### src/rtl/core/patb_pkg.sv
// shared types and constants for the per-task alarm timer bank
// no dependencies; imported by patb_ctrl, patb_dpath and the top level
`default_nettype none

package patb_pkg;

    // bank size and derived index width
    localparam int NUM_TASKS = 16;
    localparam int IDX_W     = (NUM_TASKS > 1) ? $clog2(NUM_TASKS) : 1;

    // field widths fixed by the interface
    localparam int TASK_W = 4;
    localparam int SECS_W = 32;
    localparam int TICK_W = 16;

    // input command codes
    localparam logic CMD_TICK = 1'b0;
    localparam logic CMD_SET  = 1'b1;

    // result kind codes
    localparam logic KIND_REPLY = 1'b0;
    localparam logic KIND_FIRED = 1'b1;

    // prescaler reload value after reset
    localparam logic [TICK_W-1:0] TPS_RESET = TICK_W'(100);

    typedef logic [IDX_W-1:0] t_idx;

    // one timer entry as held in the memory
    typedef struct packed {
        logic [TICK_W-1:0] tick;
        logic [SECS_W-1:0] secs;
    } t_entry;

    // controller to datapath commands
    typedef struct packed {
        logic load_in;    // latch the accepted input beat
        logic rd_en;      // read one entry
        logic rd_walk;    // the read belongs to a tick walk
        t_idx rd_addr;
        logic set_wr;     // apply the set and load its reply
        logic emit_load;  // load a fired result
        t_idx emit_idx;
    } t_cmd;

    // datapath to controller status
    typedef struct packed {
        logic out_free;      // output register can take a beat this cycle
        logic any_fired;     // at least one timer expired on this tick
        logic fired_bit;     // timer at emit_idx expired
        logic fired_higher;  // some timer above emit_idx expired
    } t_status;

endpackage

`default_nettype wire

### src/rtl/core/patb_ctrl.sv
// sequencer of the alarm timer bank: accept, set, walk and emit phases
// depends on patb_pkg; drives patb_dpath through t_cmd
`default_nettype none

module patb_ctrl
    import patb_pkg::*;
(
    input  wire logic         i_clk,
    input  wire logic         i_rst_n,
    input  wire logic         i_valid,
    input  wire logic         i_cmd,
    input  wire logic [3:0]   i_task_id,
    output logic              o_ready,
    input  wire t_status      i_status,
    output t_cmd              o_cmd
);

    localparam logic [2:0] S_IDLE     = 3'd0;
    localparam logic [2:0] S_SET_WR   = 3'd1;
    localparam logic [2:0] S_WALK     = 3'd2;
    localparam logic [2:0] S_WALK_END = 3'd3;
    localparam logic [2:0] S_EMIT     = 3'd4;

    localparam t_idx LAST_IDX = t_idx'(NUM_TASKS - 1);

    logic [2:0] r_state, n_state;
    t_idx       r_idx, n_idx;

    // state and entry counter
    always_ff @(posedge i_clk) begin
        if (!i_rst_n) begin
            r_state <= S_IDLE;
            r_idx   <= '0;
        end else begin
            r_state <= n_state;
            r_idx   <= n_idx;
        end
    end

    // next state and commands
    always_comb begin
        n_state = r_state;
        n_idx   = r_idx;
        o_ready = 1'b0;
        o_cmd   = '0;
        o_cmd.emit_idx = r_idx;
        case (r_state)
            S_IDLE: begin
                o_ready = 1'b1;
                if (i_valid) begin
                    o_cmd.load_in = 1'b1;
                    o_cmd.rd_en   = 1'b1;
                    o_cmd.rd_walk = (i_cmd == CMD_TICK);
                    o_cmd.rd_addr = (i_cmd == CMD_SET) ? t_idx'(i_task_id) : '0;
                    n_idx         = t_idx'(1);
                    if (i_cmd == CMD_SET) begin
                        n_state = S_SET_WR;
                    end else if (LAST_IDX == '0) begin
                        n_state = S_WALK_END;
                    end else begin
                        n_state = S_WALK;
                    end
                end
            end
            S_SET_WR: begin
                if (i_status.out_free) begin
                    o_cmd.set_wr = 1'b1;
                    n_state      = S_IDLE;
                end
            end
            S_WALK: begin
                o_cmd.rd_en   = 1'b1;
                o_cmd.rd_walk = 1'b1;
                o_cmd.rd_addr = r_idx;
                if (r_idx == LAST_IDX) begin
                    n_state = S_WALK_END;
                end else begin
                    n_idx = t_idx'(r_idx + 1'b1);
                end
            end
            S_WALK_END: begin
                // last entry is written back in this cycle
                n_idx   = '0;
                n_state = S_EMIT;
            end
            S_EMIT: begin
                if (!i_status.any_fired) begin
                    n_state = S_IDLE;
                end else if (!i_status.fired_bit) begin
                    n_idx = t_idx'(r_idx + 1'b1);
                end else if (i_status.out_free) begin
                    o_cmd.emit_load = 1'b1;
                    if (!i_status.fired_higher) begin
                        n_state = S_IDLE;
                    end else begin
                        n_idx = t_idx'(r_idx + 1'b1);
                    end
                end
            end
            default: begin
                n_state = S_IDLE;
            end
        endcase
    end

endmodule

`default_nettype wire

### src/rtl/core/patb_dpath.sv
// datapath of the alarm timer bank: timer memory, active flags, fired mask,
// prescaler register and output register; depends on patb_pkg
`default_nettype none

module patb_dpath
    import patb_pkg::*;
(
    input  wire logic                i_clk,
    input  wire logic                i_rst_n,
    input  wire logic                i_cfg_we,
    input  wire logic [TICK_W-1:0]   i_cfg_data,
    input  wire logic [TASK_W-1:0]   i_task_id,
    input  wire logic [SECS_W-1:0]   i_seconds,
    input  wire t_cmd                i_cmd,
    output t_status                  o_status,
    input  wire logic                i_ready,
    output logic                     o_valid,
    output logic                     o_kind,
    output logic [TASK_W-1:0]        o_task_ref,
    output logic [SECS_W-1:0]        o_old_seconds,
    output logic                     o_last
);

    logic [TICK_W-1:0]    r_tps;
    logic [TASK_W-1:0]    r_in_task;
    logic [SECS_W-1:0]    r_in_secs;
    t_entry               r_mem [NUM_TASKS];
    t_entry               r_rd_data;
    logic                 r_rd_ok;
    logic                 r_rd_walk;
    t_idx                 r_rd_idx;
    logic [NUM_TASKS-1:0] r_valid;
    logic [NUM_TASKS-1:0] r_active;
    logic [NUM_TASKS-1:0] r_fired;
    logic                 r_out_vld;
    logic                 r_out_kind;
    logic [TASK_W-1:0]    r_out_task;
    logic [SECS_W-1:0]    r_out_old;
    logic                 r_out_last;

    t_entry            rd_eff;
    logic              in_range;
    logic [SECS_W-1:0] old_secs;
    logic              wb_hit;
    logic [TICK_W-1:0] tick_dec;
    logic [SECS_W-1:0] secs_dec;
    logic              wb_fire;
    logic              mem_we;
    t_idx              mem_wa;
    t_entry            mem_wd;
    logic [NUM_TASKS-1:0] fired_above;

    // prescaler reload register
    always_ff @(posedge i_clk) begin
        if (!i_rst_n) begin
            r_tps <= TPS_RESET;
        end else if (i_cfg_we) begin
            r_tps <= i_cfg_data;
        end
    end

    // latched set operands
    always_ff @(posedge i_clk) begin
        if (i_cmd.load_in) begin
            r_in_task <= i_task_id;
            r_in_secs <= i_seconds;
        end
    end

    // entry read, never-written entries read as zero
    assign rd_eff   = r_rd_ok ? r_rd_data : '0;
    assign in_range = (32'(r_in_task) < NUM_TASKS);
    assign old_secs = in_range ? rd_eff.secs : '0;

    // tick walk writeback of the entry read last cycle
    assign wb_hit   = r_rd_walk && r_active[r_rd_idx];
    assign tick_dec = TICK_W'(rd_eff.tick - 1'b1);
    assign secs_dec = SECS_W'(rd_eff.secs - 1'b1);
    assign wb_fire  = wb_hit && (tick_dec == '0) && (secs_dec == '0);

    // memory write mux
    always_comb begin
        mem_we = 1'b0;
        mem_wa = r_rd_idx;
        mem_wd = rd_eff;
        if (i_cmd.set_wr) begin
            mem_we = in_range;
            mem_wa = t_idx'(r_in_task);
            if (r_in_secs == '0) begin
                mem_wd.tick = rd_eff.tick;
                mem_wd.secs = '0;
            end else begin
                mem_wd.tick = r_tps;
                mem_wd.secs = r_in_secs;
            end
        end else if (wb_hit) begin
            mem_we = 1'b1;
            if (tick_dec != '0) begin
                mem_wd.tick = tick_dec;
                mem_wd.secs = rd_eff.secs;
            end else begin
                mem_wd.tick = r_tps;
                mem_wd.secs = secs_dec;
            end
        end
    end

    // timer memory with registered read
    always_ff @(posedge i_clk) begin
        if (mem_we) begin
            r_mem[mem_wa] <= mem_wd;
        end
        if (i_cmd.rd_en) begin
            r_rd_data <= r_mem[i_cmd.rd_addr];
        end
    end

    // read tags
    always_ff @(posedge i_clk) begin
        if (!i_rst_n) begin
            r_rd_walk <= 1'b0;
            r_rd_ok   <= 1'b0;
            r_rd_idx  <= '0;
        end else begin
            r_rd_walk <= i_cmd.rd_en && i_cmd.rd_walk;
            if (i_cmd.rd_en) begin
                r_rd_ok  <= r_valid[i_cmd.rd_addr];
                r_rd_idx <= i_cmd.rd_addr;
            end
        end
    end

    // per-entry written, active and fired flags
    always_ff @(posedge i_clk) begin
        if (!i_rst_n) begin
            r_valid  <= '0;
            r_active <= '0;
            r_fired  <= '0;
        end else begin
            if (mem_we) begin
                r_valid[mem_wa] <= 1'b1;
            end
            if (i_cmd.set_wr && in_range) begin
                r_active[mem_wa] <= (r_in_secs != '0);
            end else if (wb_fire) begin
                r_active[r_rd_idx] <= 1'b0;
            end
            if (i_cmd.load_in) begin
                r_fired <= '0;
            end else if (wb_fire) begin
                r_fired[r_rd_idx] <= 1'b1;
            end
        end
    end

    // status for the sequencer
    assign fired_above           = (r_fired >> i_cmd.emit_idx) >> 1;
    assign o_status.out_free     = !r_out_vld || i_ready;
    assign o_status.any_fired    = |r_fired;
    assign o_status.fired_bit    = r_fired[i_cmd.emit_idx];
    assign o_status.fired_higher = |fired_above;

    // output register
    always_ff @(posedge i_clk) begin
        if (!i_rst_n) begin
            r_out_vld <= 1'b0;
        end else if (i_cmd.set_wr || i_cmd.emit_load) begin
            r_out_vld <= 1'b1;
        end else if (i_ready) begin
            r_out_vld <= 1'b0;
        end
    end

    always_ff @(posedge i_clk) begin
        if (i_cmd.set_wr) begin
            r_out_kind <= KIND_REPLY;
            r_out_task <= r_in_task;
            r_out_old  <= old_secs;
            r_out_last <= 1'b1;
        end else if (i_cmd.emit_load) begin
            r_out_kind <= KIND_FIRED;
            r_out_task <= TASK_W'(i_cmd.emit_idx);
            r_out_old  <= '0;
            r_out_last <= !o_status.fired_higher;
        end
    end

    assign o_valid       = r_out_vld;
    assign o_kind        = r_out_kind;
    assign o_task_ref    = r_out_task;
    assign o_old_seconds = r_out_old;
    assign o_last        = r_out_last;

endmodule

`default_nettype wire

### src/rtl/core/per_task_alarm_timer_bank.sv
// top level of the per-task alarm timer bank
// depends on patb_pkg, patb_ctrl and patb_dpath
//
// usage:
//   input channel i_valid/o_ready carries one beat: i_cmd, i_task_id,
//   i_seconds. a set beat (i_cmd = 1) arms a task's alarm, or cancels it
//   when i_seconds is zero, and gives one reply beat with the old seconds.
//   a tick beat (i_cmd = 0) steps every armed timer and gives one fired
//   beat per expiring task, in ascending task order, o_last on the final
//   one; a tick where nothing expires gives no beat.
//   output channel o_valid/i_ready is a registered beat.
//   i_cfg_we/i_cfg_data writes ticks_per_second (reset value 100); write
//   only while the block is idle.
// timing:
//   one beat is worked at a time. a set's reply is loaded in the set-write
//   state, once the output register is free. a tick walks the timer
//   memory one entry per cycle, then an emit pass steps up the task indices
//   to the last expiring one and loads one beat for each expiring task.
//   a stalled receiver holds the output beat and the sequencer waits.
// reset:
//   synchronous, active low; all timers come out disarmed with zero counts
//   and no clearing pass is needed.
`default_nettype none

module per_task_alarm_timer_bank
    import patb_pkg::*;
(
    input  wire logic                i_clk,
    input  wire logic                i_rst_n,
    input  wire logic                i_cfg_we,
    input  wire logic [TICK_W-1:0]   i_cfg_data,
    input  wire logic                i_valid,
    output logic                     o_ready,
    input  wire logic                i_cmd,
    input  wire logic [TASK_W-1:0]   i_task_id,
    input  wire logic [SECS_W-1:0]   i_seconds,
    output logic                     o_valid,
    input  wire logic                i_ready,
    output logic                     o_kind,
    output logic [TASK_W-1:0]        o_task_ref,
    output logic [SECS_W-1:0]        o_old_seconds,
    output logic                     o_last
);

    t_cmd    cmd;
    t_status status;

    // sequencer
    patb_ctrl u_ctrl (
        .i_clk     (i_clk),
        .i_rst_n   (i_rst_n),
        .i_valid   (i_valid),
        .i_cmd     (i_cmd),
        .i_task_id (i_task_id),
        .o_ready   (o_ready),
        .i_status  (status),
        .o_cmd     (cmd)
    );

    // timer storage and result path
    patb_dpath u_dpath (
        .i_clk         (i_clk),
        .i_rst_n       (i_rst_n),
        .i_cfg_we      (i_cfg_we),
        .i_cfg_data    (i_cfg_data),
        .i_task_id     (i_task_id),
        .i_seconds     (i_seconds),
        .i_cmd         (cmd),
        .o_status      (status),
        .i_ready       (i_ready),
        .o_valid       (o_valid),
        .o_kind        (o_kind),
        .o_task_ref    (o_task_ref),
        .o_old_seconds (o_old_seconds),
        .o_last        (o_last)
    );

endmodule

`default_nettype wire
### config.mk
export PLATFORM = sky130hd
export DESIGN_NAME = per_task_alarm_timer_bank
export DESIGN_NICKNAME = d
export VERILOG_FILES = /design/src/rtl/core/patb_pkg.sv /design/src/rtl/core/patb_ctrl.sv /design/src/rtl/core/patb_dpath.sv /design/src/rtl/core/per_task_alarm_timer_bank.sv
export SDC_FILE = /design/constraint.sdc
export NUM_CORES = 1
export LEC_CHECK = 0
export BUFFER_PORTS_ARGS = -buffer_cell sky130_fd_sc_hd__buf_4
export CELL_PAD_IN_SITES_DETAIL_PLACEMENT = 0
export CELL_PAD_IN_SITES_GLOBAL_PLACEMENT = 2
export CORE_AREA = 2 2 311 313
export CTS_BUF_LIST = sky130_fd_sc_hd__clkbuf_8
export DETAILED_ROUTE_END_ITERATION = 12
export DIE_AREA = 0 0 313 315
export PLACE_DENSITY = 0.84
export SYNTH_ARGS = -nofsm -noshare
export SYNTH_HDL_FRONTEND = slang
export SYNTH_SLANG_ARGS = --single-unit
### constraint.sdc
create_clock -name i_clk -period 14.7 [get_ports i_clk]
set_clock_uncertainty 0.15 [all_clocks]
set_input_delay 2.94 -clock i_clk [delete_from_list [all_inputs] [get_ports i_clk]]
set_output_delay 2.94 -clock i_clk [all_outputs]
set_load 0.005 [all_outputs]
==> results of run 1 <==
worst min-delay path by stage:
stage / from / endpoint / slack [ns]
after global placement: u_dpath.r_valid[11] / u_dpath.r_valid[11] / 0.30
after detailed placement: u_dpath.r_valid[12] / u_dpath.r_valid[12] / 0.30
after CTS: u_dpath.r_valid[12] / u_dpath.r_valid[12] / 0.32
final: u_dpath.r_valid[8] / u_dpath.r_valid[8] / 0.32
after floorplan: u_dpath.o_kind / u_dpath.o_kind / 0.29
after global routing: u_dpath.r_valid[1] / u_dpath.r_valid[1] / 0.34
cells by family (layout without fill, tap and decap cells):
logic type	Yosys count	in the layout	share of synthesized area (%)
compound gates	919	919	12.6
xor+xnor	21	21	0.442
buf+inv	266	465	2.64
fa+ha+maj	5	5	0.150
flops	968	968	67.9
simple gates	949	949	10.2
mux	237	237	6.04
other cells	0	1	0
power by group:
group	total [mW]	internal [mW]	switching [mW]
combinational	0.533	0.161	0.372
clock	2.27	1.16	1.11
sequential	3.20	3.11	0.0926
total	6.00	4.43	1.57
synth_stat cells (5+ instances only):
master | n | share of area, %
sky130_fd_sc_hd__a22o_1 | 7 | 0.15
sky130_fd_sc_hd__o211ai_1 | 9 | 0.16
sky130_fd_sc_hd__clkbuf_1 | 162 | 1.5
sky130_fd_sc_hd__and2_1 | 7 | 0.11
sky130_fd_sc_hd__nand4_1 | 27 | 0.41
sky130_fd_sc_hd__o31a_1 | 6 | 0.13
sky130_fd_sc_hd__buf_2 | 59 | 0.71
sky130_fd_sc_hd__or2_2 | 6 | 0.090
sky130_fd_sc_hd__o31ai_1 | 10 | 0.18
sky130_fd_sc_hd__nor4_1 | 25 | 0.38
sky130_fd_sc_hd__or3_1 | 11 | 0.17
sky130_fd_sc_hd__xnor2_1 | 16 | 0.34
sky130_fd_sc_hd__a32oi_1 | 14 | 0.29
sky130_fd_sc_hd__ha_1 | 5 | 0.15
sky130_fd_sc_hd__nor3_1 | 34 | 0.41
sky130_fd_sc_hd__o21a_1 | 11 | 0.20
sky130_fd_sc_hd__dfxtp_1 | 80 | 3.8
sky130_fd_sc_hd__nor2b_1 | 22 | 0.33
sky130_fd_sc_hd__nand2_1 | 526 | 4.7
sky130_fd_sc_hd__nand2b_1 | 12 | 0.18
sky130_fd_sc_hd__a31oi_1 | 12 | 0.18
sky130_fd_sc_hd__inv_1 | 20 | 0.18
sky130_fd_sc_hd__o22ai_1 | 50 | 0.75
sky130_fd_sc_hd__o311a_1 | 13 | 0.31
sky130_fd_sc_hd__nor2_1 | 171 | 1.5
sky130_fd_sc_hd__a221o_1 | 6 | 0.14
sky130_fd_sc_hd__edfxtp_1 | 888 | 64
sky130_fd_sc_hd__mux2i_1 | 222 | 5.3
sky130_fd_sc_hd__o21ai_1 | 5 | 0.060
sky130_fd_sc_hd__buf_1 | 18 | 0.16
sky130_fd_sc_hd__a21oi_1 | 345 | 4.1
sky130_fd_sc_hd__nand3_1 | 34 | 0.41
sky130_fd_sc_hd__a22oi_1 | 5 | 0.090
sky130_fd_sc_hd__a41oi_1 | 10 | 0.21
sky130_fd_sc_hd__and3_1 | 39 | 0.59
sky130_fd_sc_hd__a21o_1 | 9 | 0.16
sky130_fd_sc_hd__nor3b_1 | 7 | 0.13
sky130_fd_sc_hd__mux4_2 | 11 | 0.60
sky130_fd_sc_hd__xor2_1 | 5 | 0.11
sky130_fd_sc_hd__a311oi_1 | 7 | 0.15
sky130_fd_sc_hd__a211oi_1 | 8 | 0.14
sky130_fd_sc_hd__o21ai_0 | 358 | 4.3
cells in the final DEF (no fill, tap or decap), drive strengths merged, types with 9 or more instances in the layout:
cell type / n
a21o: 9
nand4: 27
nand3: 34
o22ai: 50
a41oi: 10
nand2b: 12
a211oi: 9
inv: 80
nor2b: 22
o311a: 13
dfxtp: 80
mux2i: 222
a21oi: 345
or3: 11
o211ai: 9
clkbuf: 161
a32oi: 14
mux4: 11
o31ai: 10
edfxtp: 888
o21ai: 363
o21a: 11
nor2: 171
clkinv: 56
nor4: 31
a31oi: 12
nor3: 36
nand2: 526
buf: 160
xnor2: 16
and3: 39
sequential cells by signal, summed over array words and instances (netlist names), 3 cells and up:
| name | count |
|---|---|
| u_dpath.r_in_secs | 32 |
| u_dpath.o_task_ref | 4 |
| u_dpath.r_valid | 16 |
| u_dpath.r_mem | 768 |
| u_dpath.r_tps | 16 |
| u_dpath.r_rd_idx | 4 |
| u_dpath.r_active | 16 |
| u_dpath.r_in_task | 4 |
| u_ctrl.r_idx | 4 |
| u_dpath.r_rd_data | 48 |
| u_ctrl.r_state | 3 |
| u_dpath.o_old_seconds | 32 |
| u_dpath.r_fired | 16 |
through the flow:
stage	hold slack [ns]	instances	area, um^2
6_report	0.317	4841	46700
5_1_grt	0.342	4841	46700
4_1_cts	0.316	4839	46700
3_5_place_dp	0.303	4556	43700
3_3_place_gp	0.299	4556	43600
2_1_floorplan	0.289	3365	41600
area by class of cell:
class	instances	area, um^2
well taps	1276	1600
inverters	22	82.6
clock inverters	122	801
clock buffers	161	2220
multi-input cells	2131	12500
repair buffers	160	1230
fillers	8429	49000
flip-flops and latches	968	28300
diodes	1	2.50
layer usage:
layer	vias up	wire length [um]
met3	231	11500
met4	6	2960
li1	12788	-
met2	1442	58300
met5	-	32
met1	14503	51700
==> impl_metrics.yaml, run 1 <==
placed_design:
  post_place_worst_slack_ns: 7.33
  dpl.hpwl_um: 67400
  routabilityCongestion: 0.864
  port_buffers: 97
routing:
  wl_cell_um: 25.7
  vias: 28970
  first_pass_iters: 6
  dr.first_iter.drc_count: 3580
  drc: 0
  route.final.wire_length_um: 125000
  drt-vias-per-instance: 5.98
  route.antenna.remaining_nets: 0
cells_and_area:
  fin_util_pct: 48.8
  area_growth_pct: 12.2
  final_layout_size_suffix_gt1_share_pct: 12.2
  num-nets-final: 3503
floorplanning:
  floorplan.die_area_um2: 98600
  core-area_um2: 95700
  die_height_um: 315
  io_pins: 98
  die_x_um: 313
  placementRows: 114
  floorplan.initialDensity_pct: 43.5
critical_path:
  crit_end_element: "flip-flop"
  worstReg2RegEnd: "u_dpath.r_active[5]"
  cp.arrival_ns: 6.95
  worst-r2r-cell-count: 9
  start_kind: "input port"
  setup.reg_to_reg.worst_slack_ns: 8.85
  cp.required_ns: 15.18
  critPathTopFamily: "simple AND/OR/NAND/NOR gates"
  timing_worst_setup_path_type: "in2reg"
  setup.worst_path.end: "u_dpath.r_rd_data[46]"
  timing.critical_path.depth: 12
  worst_r2r_start: "u_dpath.r_rd_ok"
  crit_path_max_fanout: 112
  critical-path-top-cell-by-count: "sky130_fd_sc_hd__nand2_1"
  crit_slowest_cell: "sky130_fd_sc_hd__and2_4"
  critical_path.startpoint: "i_valid"
  critPathBufInv: 3
  critical-path-max-stage-delay_ns: 0.99
  path_cells: "buf_4, nand2_1, nor2_1, nand2_1, o21ai_4, buf_12, and2_4, buf_4, nand2_1, a21oi_1, o21ai_0, o22ai_1"
grt:
  grt_util_met3_pct: 4.24
  maximum_number_of_pins_on_one_net_before_global_route_repair: 196
  total_track_usage_pct: 24.9
  grt_pass1_wl_um: 184000
  initial_antenna_violation_count: 5
  global_route.peak_usage_layer: "met2"
  grt.overflow.total: 0
  grt_util_met1_pct: 34.5
  gr-usage-met2_pct: 40.2
  first_global_vias: 28268
timing:
  timing_max_transition_violations_final: 0
  tns_ns: 0
  achievable-frequency_mhz: 155
  final_setup_violation_count: 0
  worst_slack_ns: 8.23
  final.min_clock_period_ns: 6.47
  slew_headroom_pct: 5.82
  rsz0062_at_grt: "no"
  final.period_utilization_pct: 44.0
  finalHoldViolCount: 0
  worst_pin_slew_ns: 1.41
clock_network:
  clk-insertion-delay-late_ns: 0.83
  clkSinkCount: 968
  ctsRootBufferMaster: "sky130_fd_sc_hd__clkbuf_8"
  clock_path_buffers: 3
  post_cts_hold_buffer_count: 0
  tritoncts: "yes"
  worst_setup_hold_path_clk_slew_ns: 0.06
  cts-htree-levels: 4
  post_cts_resized: 0
  inserted_clock_buffers: 157
  cts.repair_timing.setup_buffer_count: 0
synth:
  synthesis.instances: 3365
  ys.warnings.count: 0
  synthFlopType: "sky130_fd_sc_hd__edfxtp_1"
  asyncSetResetFlopFracSynth_pct: 0
  synth_nets: 3428
  postSynthAreaPerCell_um2: 12.4
  ys_seq_elements: 968
  netlist-cell-type-count: 83
  synth-seq-area-share_pct: 67.9
  mapped_cell_area_um2: 41600
  synth_enable_flop_cells: 888
power_and_ir_drop:
  worst_ir_drop_vdd_mv: 0.0802
  total_leakage_power_nw: 15.7
  power.density_nw_per_um2: 128
  fin_total_pwr_mw: 6.00
min_path:
  whs_path_depth: 1
  hold_path.class: "reg2reg"
flow_run:
  total_of_max_cap_violations: 0
outcome:
  run_status: "completed"
No activity file was read; power rests on OpenSTA's default activity.
==> run 2, diff against run 1 <==
--- a/config.mk
+++ b/config.mk
@@ -8,11 +8,11 @@
 export BUFFER_PORTS_ARGS = -buffer_cell sky130_fd_sc_hd__buf_4
 export CELL_PAD_IN_SITES_DETAIL_PLACEMENT = 0
 export CELL_PAD_IN_SITES_GLOBAL_PLACEMENT = 2
-export CORE_AREA = 2 2 311 313
+export CORE_AREA = 2 2 322 324
 export CTS_BUF_LIST = sky130_fd_sc_hd__clkbuf_8
 export DETAILED_ROUTE_END_ITERATION = 12
-export DIE_AREA = 0 0 313 315
-export PLACE_DENSITY = 0.84
+export DIE_AREA = 0 0 324 326
+export PLACE_DENSITY = 0.82
 export SYNTH_ARGS = -nofsm -noshare
 export SYNTH_HDL_FRONTEND = slang
 export SYNTH_SLANG_ARGS = --single-unit
==> constraint.sdc (replaced) <==
create_clock -name i_clk -period 5.7 [get_ports i_clk]
set_clock_uncertainty 0.15 [all_clocks]
set_input_delay 1.14 -clock i_clk [delete_from_list [all_inputs] [get_ports i_clk]]
set_output_delay 1.14 -clock i_clk [all_outputs]
set_load 0.005 [all_outputs]
==> impl_metrics.yaml, run 2 (synthesis results as in run 1) <==
routing:
  route.final.wire_length_um: 127000
  vias: 28679
  drc: 0
  first_pass_iters: 6
  route.antenna.remaining_nets: 0
  drt-vias-per-instance: 5.75
  wl_cell_um: 25.5
  dr.first_iter.drc_count: 2954
cells_and_area:
  num-nets-final: 3548
  largest_reg_flops: 768
  largest_registers: "u_dpath.r_mem (768), u_dpath.r_rd_data (48)"
  layout.filler_cells: 9302
  area_growth_pct: 13.8
  largest_register: "u_dpath.r_mem"
  final_layout_size_suffix_gt1_share_pct: 13.3
  most_common_library_cell_in_the_layout_ignoring_fill_and_taps: "sky130_fd_sc_hd__edfxtp_1"
  mostFrequentLayoutCells: "888 x sky130_fd_sc_hd__edfxtp_1, 524 x sky130_fd_sc_hd__nand2_1, 357 x sky130_fd_sc_hd__o21ai_0, 343 x sky130_fd_sc_hd__a21oi_1, 222 x sky130_fd_sc_hd__mux2i_1"
power_and_ir_drop:
  power.density_nw_per_um2: 327
  total_switching_power_mw: 4.05
  fin_total_pwr_mw: 15.5
  intPower_mw: 11.4
  portion_of_total_power_attributed_to_sequential_cells_pct: 53.2
  power.clock.fraction_pct: 37.3
  combPwrFrac_pct: 9.5
  worst_ir_drop_vdd_mv: 0.198
  total_leakage_power_nw: 15.9
  p_sw_share_pct: 26.2
placed_design:
  dpl.hpwl_um: 72500
  port_buffers: 97
  routabilityCongestion: 0.856
timing:
  final.period_utilization_pct: 82.1
  slew_headroom_pct: 21.5
  achievable-frequency_mhz: 214
  timing_max_transition_violations_final: 0
  rsz0062_at_grt: "no"
  finalHoldViolCount: 0
  timing.hold.ws_ns: 0.299
  worst_pin_slew_ns: 1.17
  final.min_clock_period_ns: 4.68
  tns_ns: 0
  final_setup_violation_count: 0
min_path:
  whs_path_depth: 2
  hold_path.class: "reg2reg"
clock_network:
  ctsRootBufferMaster: "sky130_fd_sc_hd__clkbuf_8"
  cts-htree-levels: 4
  clk-insertion-delay-late_ns: 0.82
  cts.repair_timing.setup_buffer_count: 0
  tritoncts: "yes"
  post_cts_hold_buffer_count: 0
  post_cts_resized: 0
  clkSinkCount: 968
  worst_setup_hold_path_clk_slew_ns: 0.07
  clock_path_buffers: 3
  inserted_clock_buffers: 155
floorplanning:
  die_height_um: 326
  core-area_um2: 103000
  floorplan.initialDensity_pct: 40.6
  die_x_um: 324
  placementRows: 118
  floorplan.die_area_um2: 106000
  io_pins: 98
critical_path:
  path_cells: "nand2_1, ha_1, inv_1, o311a_1, a211oi_2, nand2_1, nor4bb_4, buf_4, a21oi_1, o31ai_2"
  crit_path_max_fanout: 24
  critical-path-top-cell-by-count: "sky130_fd_sc_hd__nand2_1"
  timing.critical_path.depth: 10
  critPathTopFamily: "compound AO/OA/AOI/OAI gates"
  crit_end_element: "flip-flop"
  timing_worst_setup_path_type: "reg2reg"
  crit_slowest_cell: "sky130_fd_sc_hd__o31ai_2"
  cp.arrival_ns: 4.95
  worst-r2r-cell-count: 10
  start_kind: "flip-flop"
  critical-path-max-stage-delay_ns: 0.93
  cp.required_ns: 5.97
  critPathBufInv: 2
grt:
  initial_antenna_violation_count: 5
  grt.overflow.total: 0
  first_global_vias: 27848
  maximum_number_of_pins_on_one_net_before_global_route_repair: 158
  grt_pass1_wl_um: 185000
  total_track_usage_pct: 23.7
flow_run:
  total_of_max_cap_violations: 0
outcome:
  run_status: "completed"
-- run 2: cell count changes in the layout (fill, tap and decap cells not counted), moves of 2 or more --
cell	change
sky130_fd_sc_hd__a21oi_1	+4
sky130_fd_sc_hd__a21oi_2	-4
sky130_fd_sc_hd__buf_12	+21
sky130_fd_sc_hd__buf_4	+27
sky130_fd_sc_hd__clkbuf_8	-2
sky130_fd_sc_hd__clkinv_1	+7
sky130_fd_sc_hd__clkinv_2	+2
sky130_fd_sc_hd__clkinv_8	-2
sky130_fd_sc_hd__clkinvlp_4	+5
sky130_fd_sc_hd__inv_1	-9
sky130_fd_sc_hd__inv_12	-4
-- run 2: final cells by class --
class	instances	area, um^2	share of cell area [%]
Sequential cell	968	28300	59.7
Inverter	22	82.6	0.174
Tap cell	1380	1730	3.65
Multi-Input combinational cell	2131	12500	26.3
Timing Repair Buffer	207	1840	3.89
Clock inverter	122	773	1.63
Clock buffer	159	2190	4.62
Antenna cell	1	2.50	0.00528
-- run 2: layer usage --
| metal | share of wire (%) | GRT usage (%) | vias up |
|---|---|---|---|
| met2 | 46 | 36.9 | 1276 |
| met5 | 0 | 0 | - |
| met3 | 9.1 | 5.31 | 193 |
| met1 | 43 | 33.3 | 14319 |
| met4 | 2.4 | 7.14 | 0 |
| li1 | - | - | 12891 |
-- run 2: path summary, 6_finish.rpt --
kind	from	to	slack (ns)
worst max-delay path	u_dpath.r_rd_data[33]	u_dpath.r_mem[6][11]	1.02
worst min-delay path	u_dpath.o_kind	u_dpath.o_kind	0.30
worst max register to register	u_dpath.r_rd_data[33]	u_dpath.r_mem[6][11]	1.02
worst min register to register	u_dpath.o_kind	u_dpath.o_kind	0.30
-- run 2: worst reg2reg max path: stages, from the launching register on --
cell                       delay, ns
sky130_fd_sc_hd__edfxtp_1       0.55
sky130_fd_sc_hd__nand2_1        0.21
sky130_fd_sc_hd__ha_1           0.48
sky130_fd_sc_hd__inv_1          0.21
sky130_fd_sc_hd__o311a_1        0.40
sky130_fd_sc_hd__a211oi_2       0.28
sky130_fd_sc_hd__nand2_1        0.14
sky130_fd_sc_hd__nor4bb_4       0.47
sky130_fd_sc_hd__buf_4          0.38
sky130_fd_sc_hd__a21oi_1        0.09
sky130_fd_sc_hd__o31ai_2        0.93
-- run 2: stage by stage --
| step | std cells | util, % | instance area [um^2] | setup WS (ns) |
|---|---|---|---|---|
| floorplan | 3365 | - | 41600 | 0.675 |
| global placement | 4708 | 43.3 | 44400 | 1.21 |
| detailed placement | 4708 | 43.3 | 44400 | 1.13 |
| CTS | 4989 | 46.2 | 47400 | 1.05 |
| global route | 4990 | 46.2 | 47400 | 0.810 |
| finish | 4990 | 46.2 | 47400 | 1.02 |
-- run 2: power groups by stage --
stage                     Sequential [mW]  Combinational [mW]  Clock [mW]
after global routing                 8.25                1.59        6.17
final                                8.25                1.47        5.78
after floorplan                      8.23               0.932           0
after CTS                            8.23                1.46        5.88
after global placement               8.38                1.45           0
after detailed placement             8.38                1.46           0
